## src/rtl/core/hrss_pkg.sv

```systemverilog
// Package for the height reference source switch.
// Holds the request and result types, the barometer phase codes and the
// 26-bit saturation helper; it depends on nothing else.
package hrss_pkg;

    localparam int HEIGHT_W = 26;
    localparam int SUM_W    = 28;
    localparam int CM_W     = 20;

    localparam logic [1:0] PHASE_IDLE   = 2'd0;
    localparam logic [1:0] PHASE_ARMED  = 2'd1;
    localparam logic [1:0] PHASE_FLIGHT = 2'd2;

    typedef logic signed [HEIGHT_W-1:0] t_height;
    typedef logic signed [SUM_W-1:0]    t_sum;

    typedef struct packed {
        logic                   in_flight;
        logic                   imu_ok;
        logic                   tof_hardware_ok;
        logic                   flow_hardware_ok;
        logic                   tof_range_valid;
        logic                   flow_range_valid;
        logic signed [CM_W-1:0] baro_cm;
        logic signed [CM_W-1:0] range_height;
    } t_in_item;

    typedef struct packed {
        t_height reference_height;
        logic    using_range;
    } t_out_item;

    function automatic t_sum ext_cm(input logic signed [CM_W-1:0] v);
        ext_cm = {{(SUM_W-CM_W-4){v[CM_W-1]}}, v, 4'b0000};
    endfunction

    function automatic t_sum ext_h(input t_height v);
        ext_h = {{(SUM_W-HEIGHT_W){v[HEIGHT_W-1]}}, v};
    endfunction

    function automatic t_height sat26(input t_sum v);
        if (v[SUM_W-1:HEIGHT_W-1] == '0 || v[SUM_W-1:HEIGHT_W-1] == '1) begin
            sat26 = v[HEIGHT_W-1:0];
        end else if (v[SUM_W-1]) begin
            sat26 = {1'b1, {(HEIGHT_W-1){1'b0}}};
        end else begin
            sat26 = {1'b0, {(HEIGHT_W-1){1'b1}}};
        end
    endfunction

endpackage

```

## src/rtl/core/hrss_core.sv

```systemverilog
// State and per-request update of the height reference source switch.
// Uses hrss_pkg for types, phase codes and saturation; instantiated by the
// top level, which owns the handshake registers.
module hrss_core (
    input  logic               i_clk,
    input  logic               i_rst_n,
    input  logic               i_en,
    input  hrss_pkg::t_in_item  i_item,
    output hrss_pkg::t_out_item o_result
);

    logic [1:0]       r_phase, n_phase;
    logic             r_locked, n_locked;
    hrss_pkg::t_height r_base, n_base;
    hrss_pkg::t_height r_r2b, n_r2b;
    hrss_pkg::t_height r_b2r, n_b2r;
    hrss_pkg::t_height r_bref, n_bref;
    hrss_pkg::t_height r_held, n_held;
    logic             n_follow;

    logic             hw_ok;
    logic             rng_ok;
    hrss_pkg::t_sum   baro16;
    hrss_pkg::t_sum   range16;
    hrss_pkg::t_height ref2;
    hrss_pkg::t_sum   diff;

    assign hw_ok  = i_item.tof_hardware_ok | i_item.flow_hardware_ok;
    assign rng_ok = i_item.tof_range_valid | i_item.flow_range_valid;
    assign baro16  = hrss_pkg::ext_cm(i_item.baro_cm);
    assign range16 = hrss_pkg::ext_cm(i_item.range_height);

    always_comb begin
        n_phase  = r_phase;
        n_locked = r_locked;
        n_base   = r_base;
        n_r2b    = r_r2b;
        n_b2r    = r_b2r;
        n_bref   = r_bref;
        n_held   = r_held;
        n_follow = 1'b0;
        ref2     = '0;
        diff     = '0;

        if (i_item.in_flight) begin
            n_phase = hrss_pkg::PHASE_FLIGHT;
        end else begin
            if (r_phase == hrss_pkg::PHASE_FLIGHT) begin
                n_phase = hrss_pkg::PHASE_IDLE;
            end
            n_r2b = '0;
        end

        if (n_phase != hrss_pkg::PHASE_IDLE) begin
            n_bref = hrss_pkg::sat26(baro16 - hrss_pkg::ext_h(r_base)
                                     + hrss_pkg::ext_h(n_r2b));
        end else begin
            n_base = baro16[hrss_pkg::HEIGHT_W-1:0];
            if (i_item.imu_ok) begin
                n_phase = hrss_pkg::PHASE_ARMED;
            end
        end

        if (hw_ok && n_phase != hrss_pkg::PHASE_IDLE) begin
            if (rng_ok) begin
                if (r_locked) begin
                    ref2 = hrss_pkg::sat26(range16 + hrss_pkg::ext_h(r_b2r));
                    diff = hrss_pkg::ext_h(hrss_pkg::sat26(hrss_pkg::ext_h(ref2)
                                                           - hrss_pkg::ext_h(n_bref)))
                           - hrss_pkg::ext_h(n_r2b);
                    n_held   = ref2;
                    n_follow = 1'b1;
                    n_r2b    = hrss_pkg::sat26(hrss_pkg::ext_h(n_r2b) + (diff >>> 1));
                end else begin
                    n_b2r    = hrss_pkg::sat26(hrss_pkg::ext_h(n_bref) - range16);
                    n_locked = 1'b1;
                end
            end else begin
                n_locked = 1'b0;
                n_held   = n_bref;
            end
        end else begin
            n_held = n_bref;
        end
    end

    always_ff @(posedge i_clk) begin
        if (!i_rst_n) begin
            r_phase  <= hrss_pkg::PHASE_IDLE;
            r_locked <= 1'b0;
            r_base   <= '0;
            r_r2b    <= '0;
            r_b2r    <= '0;
            r_bref   <= '0;
            r_held   <= '0;
        end else if (i_en) begin
            r_phase  <= n_phase;
            r_locked <= n_locked;
            r_base   <= n_base;
            r_r2b    <= n_r2b;
            r_b2r    <= n_b2r;
            r_bref   <= n_bref;
            r_held   <= n_held;
        end
    end

    assign o_result.reference_height = n_held;
    assign o_result.using_range      = n_follow;

`ifndef SYNTHESIS
    a_follow_needs_lock: assert property (@(posedge i_clk) disable iff (!i_rst_n)
        (i_en && o_result.using_range) |-> r_locked)
        else $error("Range followed without a latched offset.");

    a_ground_clears_offset: assert property (@(posedge i_clk) disable iff (!i_rst_n)
        (i_en && !i_item.in_flight && !hw_ok) |=> (r_r2b == '0))
        else $error("Range-to-baro offset kept on the ground.");

    a_flight_phase: assert property (@(posedge i_clk) disable iff (!i_rst_n)
        (i_en && i_item.in_flight) |=> (r_phase == hrss_pkg::PHASE_FLIGHT))
        else $error("Flight request did not enter the flight phase.");
`endif

endmodule

```

## src/rtl/core/height_reference_source_switch.sv

```systemverilog
// A request accepted into the input register passes through the core into the
// result register that drives o_data; i_stall can keep it in the input register.
// Throughput: one request per cycle unless i_stall holds the result; the state
// update is a single pass of adders and saturation between input and result regs.
// Reset (i_rst_n low, synchronous) empties both registers and clears every
// height, offset, lock and phase register to zero.
module height_reference_source_switch (
    input  logic               i_clk,
    input  logic               i_rst_n,
    input  logic               i_valid,
    output logic               o_stall,
    input  hrss_pkg::t_in_item  i_data,
    output logic               o_valid,
    input  logic               i_stall,
    output hrss_pkg::t_out_item o_data
);

    logic               r_in_valid;
    hrss_pkg::t_in_item  r_in;
    logic               r_out_valid;
    hrss_pkg::t_out_item r_out;
    hrss_pkg::t_out_item result;
    logic               advance;
    logic               step;

    assign advance = !r_out_valid || !i_stall;
    assign step    = r_in_valid && advance;
    assign o_stall = r_in_valid && !advance;

    always_ff @(posedge i_clk) begin
        if (!i_rst_n) begin
            r_in_valid <= 1'b0;
        end else if (!o_stall) begin
            r_in_valid <= i_valid;
        end
    end

    always_ff @(posedge i_clk) begin
        if (!o_stall && i_valid) begin
            r_in <= i_data;
        end
    end

    hrss_core u_core (
        .i_clk    (i_clk),
        .i_rst_n  (i_rst_n),
        .i_en     (step),
        .i_item   (r_in),
        .o_result (result)
    );

    always_ff @(posedge i_clk) begin
        if (!i_rst_n) begin
            r_out_valid <= 1'b0;
        end else if (advance) begin
            r_out_valid <= r_in_valid;
        end
    end

    always_ff @(posedge i_clk) begin
        if (step) begin
            r_out <= result;
        end
    end

    assign o_valid = r_out_valid;
    assign o_data  = r_out;

`ifndef SYNTHESIS
    a_reset_empty: assert property (@(posedge i_clk)
        !i_rst_n |=> !o_valid)
        else $error("Result valid after reset.");

    a_step_delivers: assert property (@(posedge i_clk) disable iff (!i_rst_n)
        step |=> o_valid)
        else $error("Processed request produced no result.");

    a_stall_cause: assert property (@(posedge i_clk) disable iff (!i_rst_n)
        o_stall |-> (r_in_valid && o_valid && i_stall))
        else $error("Input stalled without a blocked result.");
`endif

endmodule

```

## config.mk

```make
export PLATFORM = sky130hd
export DESIGN_NAME = height_reference_source_switch
export DESIGN_NICKNAME = d
export VERILOG_FILES = /design/src/rtl/core/hrss_pkg.sv /design/src/rtl/core/hrss_core.sv /design/src/rtl/core/height_reference_source_switch.sv
export SDC_FILE = /design/constraint.sdc
export NUM_CORES = 1
export LEC_CHECK = 0
export ABC_AREA = 1
export BUFFER_PORTS_ARGS = -buffer_cell sky130_fd_sc_hd__buf_2
export CAP_MARGIN = 5
export CORE_MARGIN = 5
export CORE_UTILIZATION = 55
export DETAILED_ROUTE_END_ITERATION = 10
export PLACE_DENSITY = 0.75
export SYNTH_ARGS = -nofsm -noshare
export SYNTH_HDL_FRONTEND = slang
export SYNTH_SLANG_ARGS = --single-unit
```

## constraint.sdc

```tcl
create_clock -name i_clk -period 14.5 [get_ports i_clk]
set_clock_uncertainty 0.15 [all_clocks]
set_input_delay 0.725 -clock i_clk [delete_from_list [all_inputs] [get_ports i_clk]]
set_output_delay 0.725 -clock i_clk [all_outputs]
set_load 0.05 [all_outputs]
```

Word-level counts from Yosys, hierarchy flattened

Cells that the tools add are included.
W data, S select, Z words.

Mux-type cells: 30
Reduce and logical (&&, ||, !) cells: 25
Shift operators: 0
Magnitude comparators: 0
Bitwise operators: 4
Equality and inequality tests: 6
Add/subtract/negate cells: 7
Divide/modulo/power cells: 0
Multiply operators: 0

Operator list:

| operator             | count |
|---|---|
| $mux W26             | 24 |
| $sub A26 B26 Y27     | 2 |
| $add A24 B26 Y27     | 1 |
| $add A25 B26 Y27     | 1 |
| $add A26 B26 Y27     | 1 |
| $sub A26 B24 Y27     | 1 |
| $sub A24 B24 Y25     | 1 |
| $eq A3 B3 Y1 const B | 5 |
| $logic_not A3 Y1     | 5 |
| $mux W2              | 4 |
| $logic_or A1 B1 Y1   | 6 |
| $reduce_and A2 Y1    | 3 |
| $logic_and A1 B1 Y1  | 4 |
| $logic_not A1 Y1     | 4 |
| $reduce_and A4 Y1    | 1 |
| $reduce_bool A2 Y1   | 2 |
| $eq A2 B2 Y1 const B | 1 |
| $mux W1              | 2 |
| $not A1 Y1           | 2 |
| $or A1 B1 Y1         | 2 |

RAM bits: 0
Bits in latches: 0
Word-level logic and storage cells: 91
Register bits after elaboration: 202
Memories: 0
Bits in read-only memories: 0
Input port bits: 50
Output and inout port bits: 29

Logic depth before layout (Yosys ltp)

Word-level depth: 23
Depth in mapped cells: 78
Mapped depth without buffers: 72

Hierarchy

A second synthesis with hierarchy kept.

Cell total of the unflattened synthesis: 2297
Area, all modules: 16432.0 µm²

Modules (own cells, without submodules):

| module                         | instances | cells an instance | seq. area each (µm²) | area each (µm²) |
|---|---|---|---|---|
| hrss_core                      | 1         | 2211              | 2522.4               | 14144.8 |
| height_reference_source_switch | 1         | 86                | 2232.1               | 2287.2 |

Least setup slack after synthesis

OpenSTA, ideal clock, no wires.

Kind: flip-flop to flip-flop
From: register r_in[45] (netlist name)
To: register u_core.r_r2b[24]
Arrival time: 9.920 ns
Required time: 14.280 ns
Period minus slack after synthesis: 10.140 ns
Stages on the path, launching flop included: 77
Path buffers: 6
Setup slack: 4.360 ns
Library setup time: 0.070 ns
Path through: edfxtp_1 > buf_4 > clkbuf_1 > nand2_1 > fa_1 > inv_1 > ha_1 > nand2_1 > inv_1 > nand2_1 > nand2_1 > nand2_1 > nand3_2 > nand2_1 > nand3_1 > nand2_1 > nand2_2 > a21oi_1 > (+41 left out) > nand2_1 > xor2_1 > ha_1 > nand2_1 > nor4_1 > nand3_1 > nand3_1 > nand3_1 > nand2_1 > nand2_1 > a22oi_1 > nand2_1 > nand2_1 > inv_1 > clkbuf_1 > o21ai_0 > o211ai_1 > a21oi_1

Cells in the longest elaborated chain, start to end: 21
Elaborated cells between the ends (all ways): 33
Classes of those cells: add/sub: 4; eq/ne: 3; mux: 17; reduce/logical: 9

Ends and longest elaborated chain:

| what                                             | line                                 | text |
|---|---|---|
| from (decl)                                      | height_reference_source_switch.sv:19 | `hrss_pkg::t_in_item r_in;` |
| from (signal assigned)                           | height_reference_source_switch.sv:40 | `r_in <= i_data;` |
| $mux W26                                         | hrss_core.sv:45                      | `if (i_item.in_flight) begin` |
| $add A25 B26 Y27                                 | hrss_core.sv:56                      | `+ hrss_pkg::ext_h(n_r2b));` |
| $eq A3 B3 Y1 or $logic_not A3 Y1 (tied branches) | hrss_pkg.sv:42                       | `if (v[SUM_W-1:HEIGHT_W-1] == '0 \|\| v[SUM_W-1:HEIGHT_W-1] == '1) begin` |
| $logic_or A1 B1 Y1                               | hrss_pkg.sv:42                       |  |
| $mux W26                                         | hrss_pkg.sv:42                       |  |
| $mux W26                                         | hrss_core.sv:54                      | `if (n_phase != hrss_pkg::PHASE_IDLE) begin` |
| $sub A26 B26 Y27                                 | hrss_core.sv:69                      | `- hrss_pkg::ext_h(n_bref)))` |
| $eq A3 B3 Y1 or $logic_not A3 Y1 (tied branches) | hrss_pkg.sv:42                       |  |
| (+5 left out)                                    | --                                   |  |
| $sub A26 B26 Y27                                 | hrss_core.sv:70                      | `- hrss_pkg::ext_h(n_r2b);` |
| $add A26 B26 Y27                                 | hrss_core.sv:73                      | `n_r2b = hrss_pkg::sat26(hrss_pkg::ext_h(n_r2b) + (diff >>> 1));` |
| $eq A3 B3 Y1 or $logic_not A3 Y1 (tied branches) | hrss_pkg.sv:42                       |  |
| $logic_or A1 B1 Y1                               | hrss_pkg.sv:42                       |  |
| $mux W26                                         | hrss_pkg.sv:42                       |  |
| $mux W26                                         | hrss_core.sv:66                      | `if (r_locked) begin` |
| $mux W26                                         | hrss_core.sv:65                      | `if (rng_ok) begin` |
| $mux W26 *                                       | hrss_core.sv:64                      | `if (hw_ok && n_phase != hrss_pkg::PHASE_IDLE) begin` |
| to (signal assigned)                             | hrss_core.sv:100                     | `r_r2b <= n_r2b;` |
| to (decl)                                        | hrss_core.sv:15                      | `hrss_pkg::t_height r_r2b, n_r2b;` |

Mark *: on every way between the ends. The rest lies on a longest branch, timed or not. The select of a mux whose other input is x is not followed.
A chain may end at the register's enable or synchronous reset.

Final worst setup path

From: register r_in[45] (netlist name)
To: register u_core.r_r2b[21]

Same word-level chain as after synthesis.

==> run metrics <==
largest net degree at the start of global routing=97; # nets final=2597; DRT antenna net count=0; CTS clk-pin slew, worst paths=0.06 ns; Slew HR=0.3282; TritonCTS sink count=202; Max Freq=77.33 MHz; RSZ-0062 raised after global routing=no; TritonCTS clock tree=built; Final period util=0.8919; most frequent cells in the layout=478 x nand2_1, 330 x inv_1, 315 x a21oi_1; setup bufs post-CTS=0; post-synth top area share=0.1553; met2 Use GR=0.4458; kind of end point of the critical path=flop; Die Wd=183.9 um; worst min-delay path class=input pin to flop; CTS H-tree depth=1; Via-to-Cell Ratio=5.821; PortBufs=78; slowest library cell on the worst path=edfxtp_1; Synth area leaders=dfxtp_1 16%, edfxtp_1 13%, ha_1 11%, nand2_1 11%, a21oi_1 9.5%; Most common cell on crit path=nand2_1; DRC=0; flop and latch count out of synthesis=202; share of post-route cells with drive strength above 1=0.08399; setup violators final=0; critical path startpoint category=flop; fin crit period=12.93 ns; most common cell after layout, fill and taps aside=nand2_1; CP delay by family, top=simple AND/OR/NAND/NOR gates; Tightest Pin Transition=1.007 ns; global-route wire length before repair=81.03 mm; Syn Std Cell Area=16630 sq um; GP Congestion=1.041; routed wire length=51.35 mm; GRT met3 Usage=0.05896; number of synthesized flops with an enable pin=73; die height=183.9 um; sequential fraction of the synthesis area=0.2871; Sum Neg Setup Slack=0 ns; clock root buffer=clkbuf_16; status=finished clean; Crit Path Class=flop to flop; initial antenna violation count=0; Congestion Overflow GR=0; GRT Max-Usage Layer=met2; Area Growth Syn to Fin=9.375%; FP Rows=63; Max Cap Viol=0; via count=16.20k; Synth Flop Type=dfxtp_1; Synth Area per Inst=7.140 sq um; ys async rst share=0; Yosys top cell by area=dfxtp_1; GR Util All Layers=0.2964; Post-Synthesis Cells=2329; n_diodes=0; Worst Path Buf+Inv=10; Num CTS Buffers=25; DRT Pass-1 Iters=6; Worst EP required=14.76 ns; Slew Limit Fails=0; Critical Path AT=13.19 ns; core footprint=29720 sq um; Yosys cell types=49; initial core utilization=0.5596; GR Util met1=0.4322; Worst-Skew Late Latency=0.54 ns; top fanout value on the critical path=28; CP peak stage delay=1.00 ns; Detailed Place HPWL=40.00 mm; Ports=79; net count after synthesis=2552; wire per inst=18.45 um; clock tree buffer depth=3; initial drt markers=1759; vias in the first global route=15.25k; final hold viol count=0; total die area=33810 sq um; total number of yosys warnings=0
==> logic make-up (layout without fill, tap and decap cells) <==
group                    count (synthesis)  after routing  share of synthesized area
AO/OA/AOI/OAI                          705            705                     0.2344
flip-flops                             202            202                     0.2871
AND/OR/NAND/NOR                        713            713                     0.1774
XOR/XNOR                               120            120                    0.06320
adder cells (fa/ha/maj)                173            173                     0.1419
buffers and inverters                  416            480                    0.09601
==> metrics by stage <==
step | cells | cell area (sq um) | hold WS, ns | setup WS, ns | util
finish | 2783 | 18190 | 0.2046 | 1.568 | 0.6120
floorplan | 2329 | 16630 | 0.2948 | 4.360 | -
CTS | 2783 | 18180 | 0.1917 | 1.567 | 0.6119
detailed placement | 2737 | 17320 | 0.3157 | 1.679 | 0.5829
global route | 2783 | 18190 | 0.1896 | 0.2765 | 0.6120
global placement | 2737 | 17320 | 0.3062 | 1.935 | 0.5829
==> path summary, 6_finish.rpt <==
path	from	to	slack, ns	cells after the start
worst max register to register	r_in[45]	u_core.r_r2b[21]	1.57	71
worst min register to register	u_core.r_r2b[0]	u_core.r_r2b[0]	0.33	2
worst max-delay path	r_in[45]	u_core.r_r2b[21]	1.57	71
worst min-delay path	i_data[16]	r_in[16]	0.20	1
==> synthesized netlist by cell type (8+ instances only) <==
| cell | count |
|---|---|
| dfxtp_1 | 129 |
| edfxtp_1 | 73 |
| nand2_2 | 14 |
| o21bai_1 | 10 |
| nand4_1 | 8 |
| nor3_1 | 16 |
| fa_1 | 26 |
| clkbuf_1 | 66 |
| ha_1 | 147 |
| xor2_1 | 72 |
| nand2_1 | 478 |
| inv_2 | 8 |
| xnor2_1 | 48 |
| o21a_1 | 12 |
| o211ai_1 | 32 |
| nand3_1 | 56 |
| a21oi_1 | 315 |
| a21oi_2 | 23 |
| a31oi_1 | 14 |
| o21ai_0 | 255 |
| a21o_1 | 9 |
| nor2_1 | 117 |
| inv_1 | 331 |
==> area by class of cell <==
cell class,count,area (sq um)
clock buffer,30,644.4
sequential,202,4775
inverter,339,1272
fill,2715,11530
timing repair buffer,95,518.0
tap,390,488.0
clock inverter,16,217.7
multi-input combinational,1711,10270
==> layer usage <==
| metal | up-vias | share of wire |
|---|---|---|
| li1 | 7866 | - |
| met3 | 111 | 0.10 |
| met1 | 7415 | 0.44 |
| met4 | 0 | 0.033 |
| met5 | - | 0 |
| met2 | 809 | 0.42 |
==> flip-flops by register name, summed over array words and instances (netlist names) <==
name             count
o_data              27
o_valid              1
r_in                46
r_in_valid           1
u_core.r_b2r        26
u_core.r_base       20
u_core.r_bref       26
u_core.r_held       26
u_core.r_locked      1
u_core.r_phase       2
u_core.r_r2b        26
==> worst register-to-register path, delay by kind of cell, from the launching register on <==
family / cells / cell delay, ns
flip-flops: 1 / 1.00
XOR/XNOR: 3 / 0.60
buffers and inverters: 10 / 1.18
AND/OR/NAND/NOR: 35 / 4.73
AO/OA/AOI/OAI: 18 / 3.10
adder cells (fa/ha/maj): 5 / 2.04
==> what timing repair did <==
action	in CTS	in global routing
setup endpoints to repair	0	4
resized for setup	0	1
hold buffers	0	0
Power is left out: the tool's default activity adds up to more than one toggle a clock period on the data nets, which glitch-free logic cannot reach.
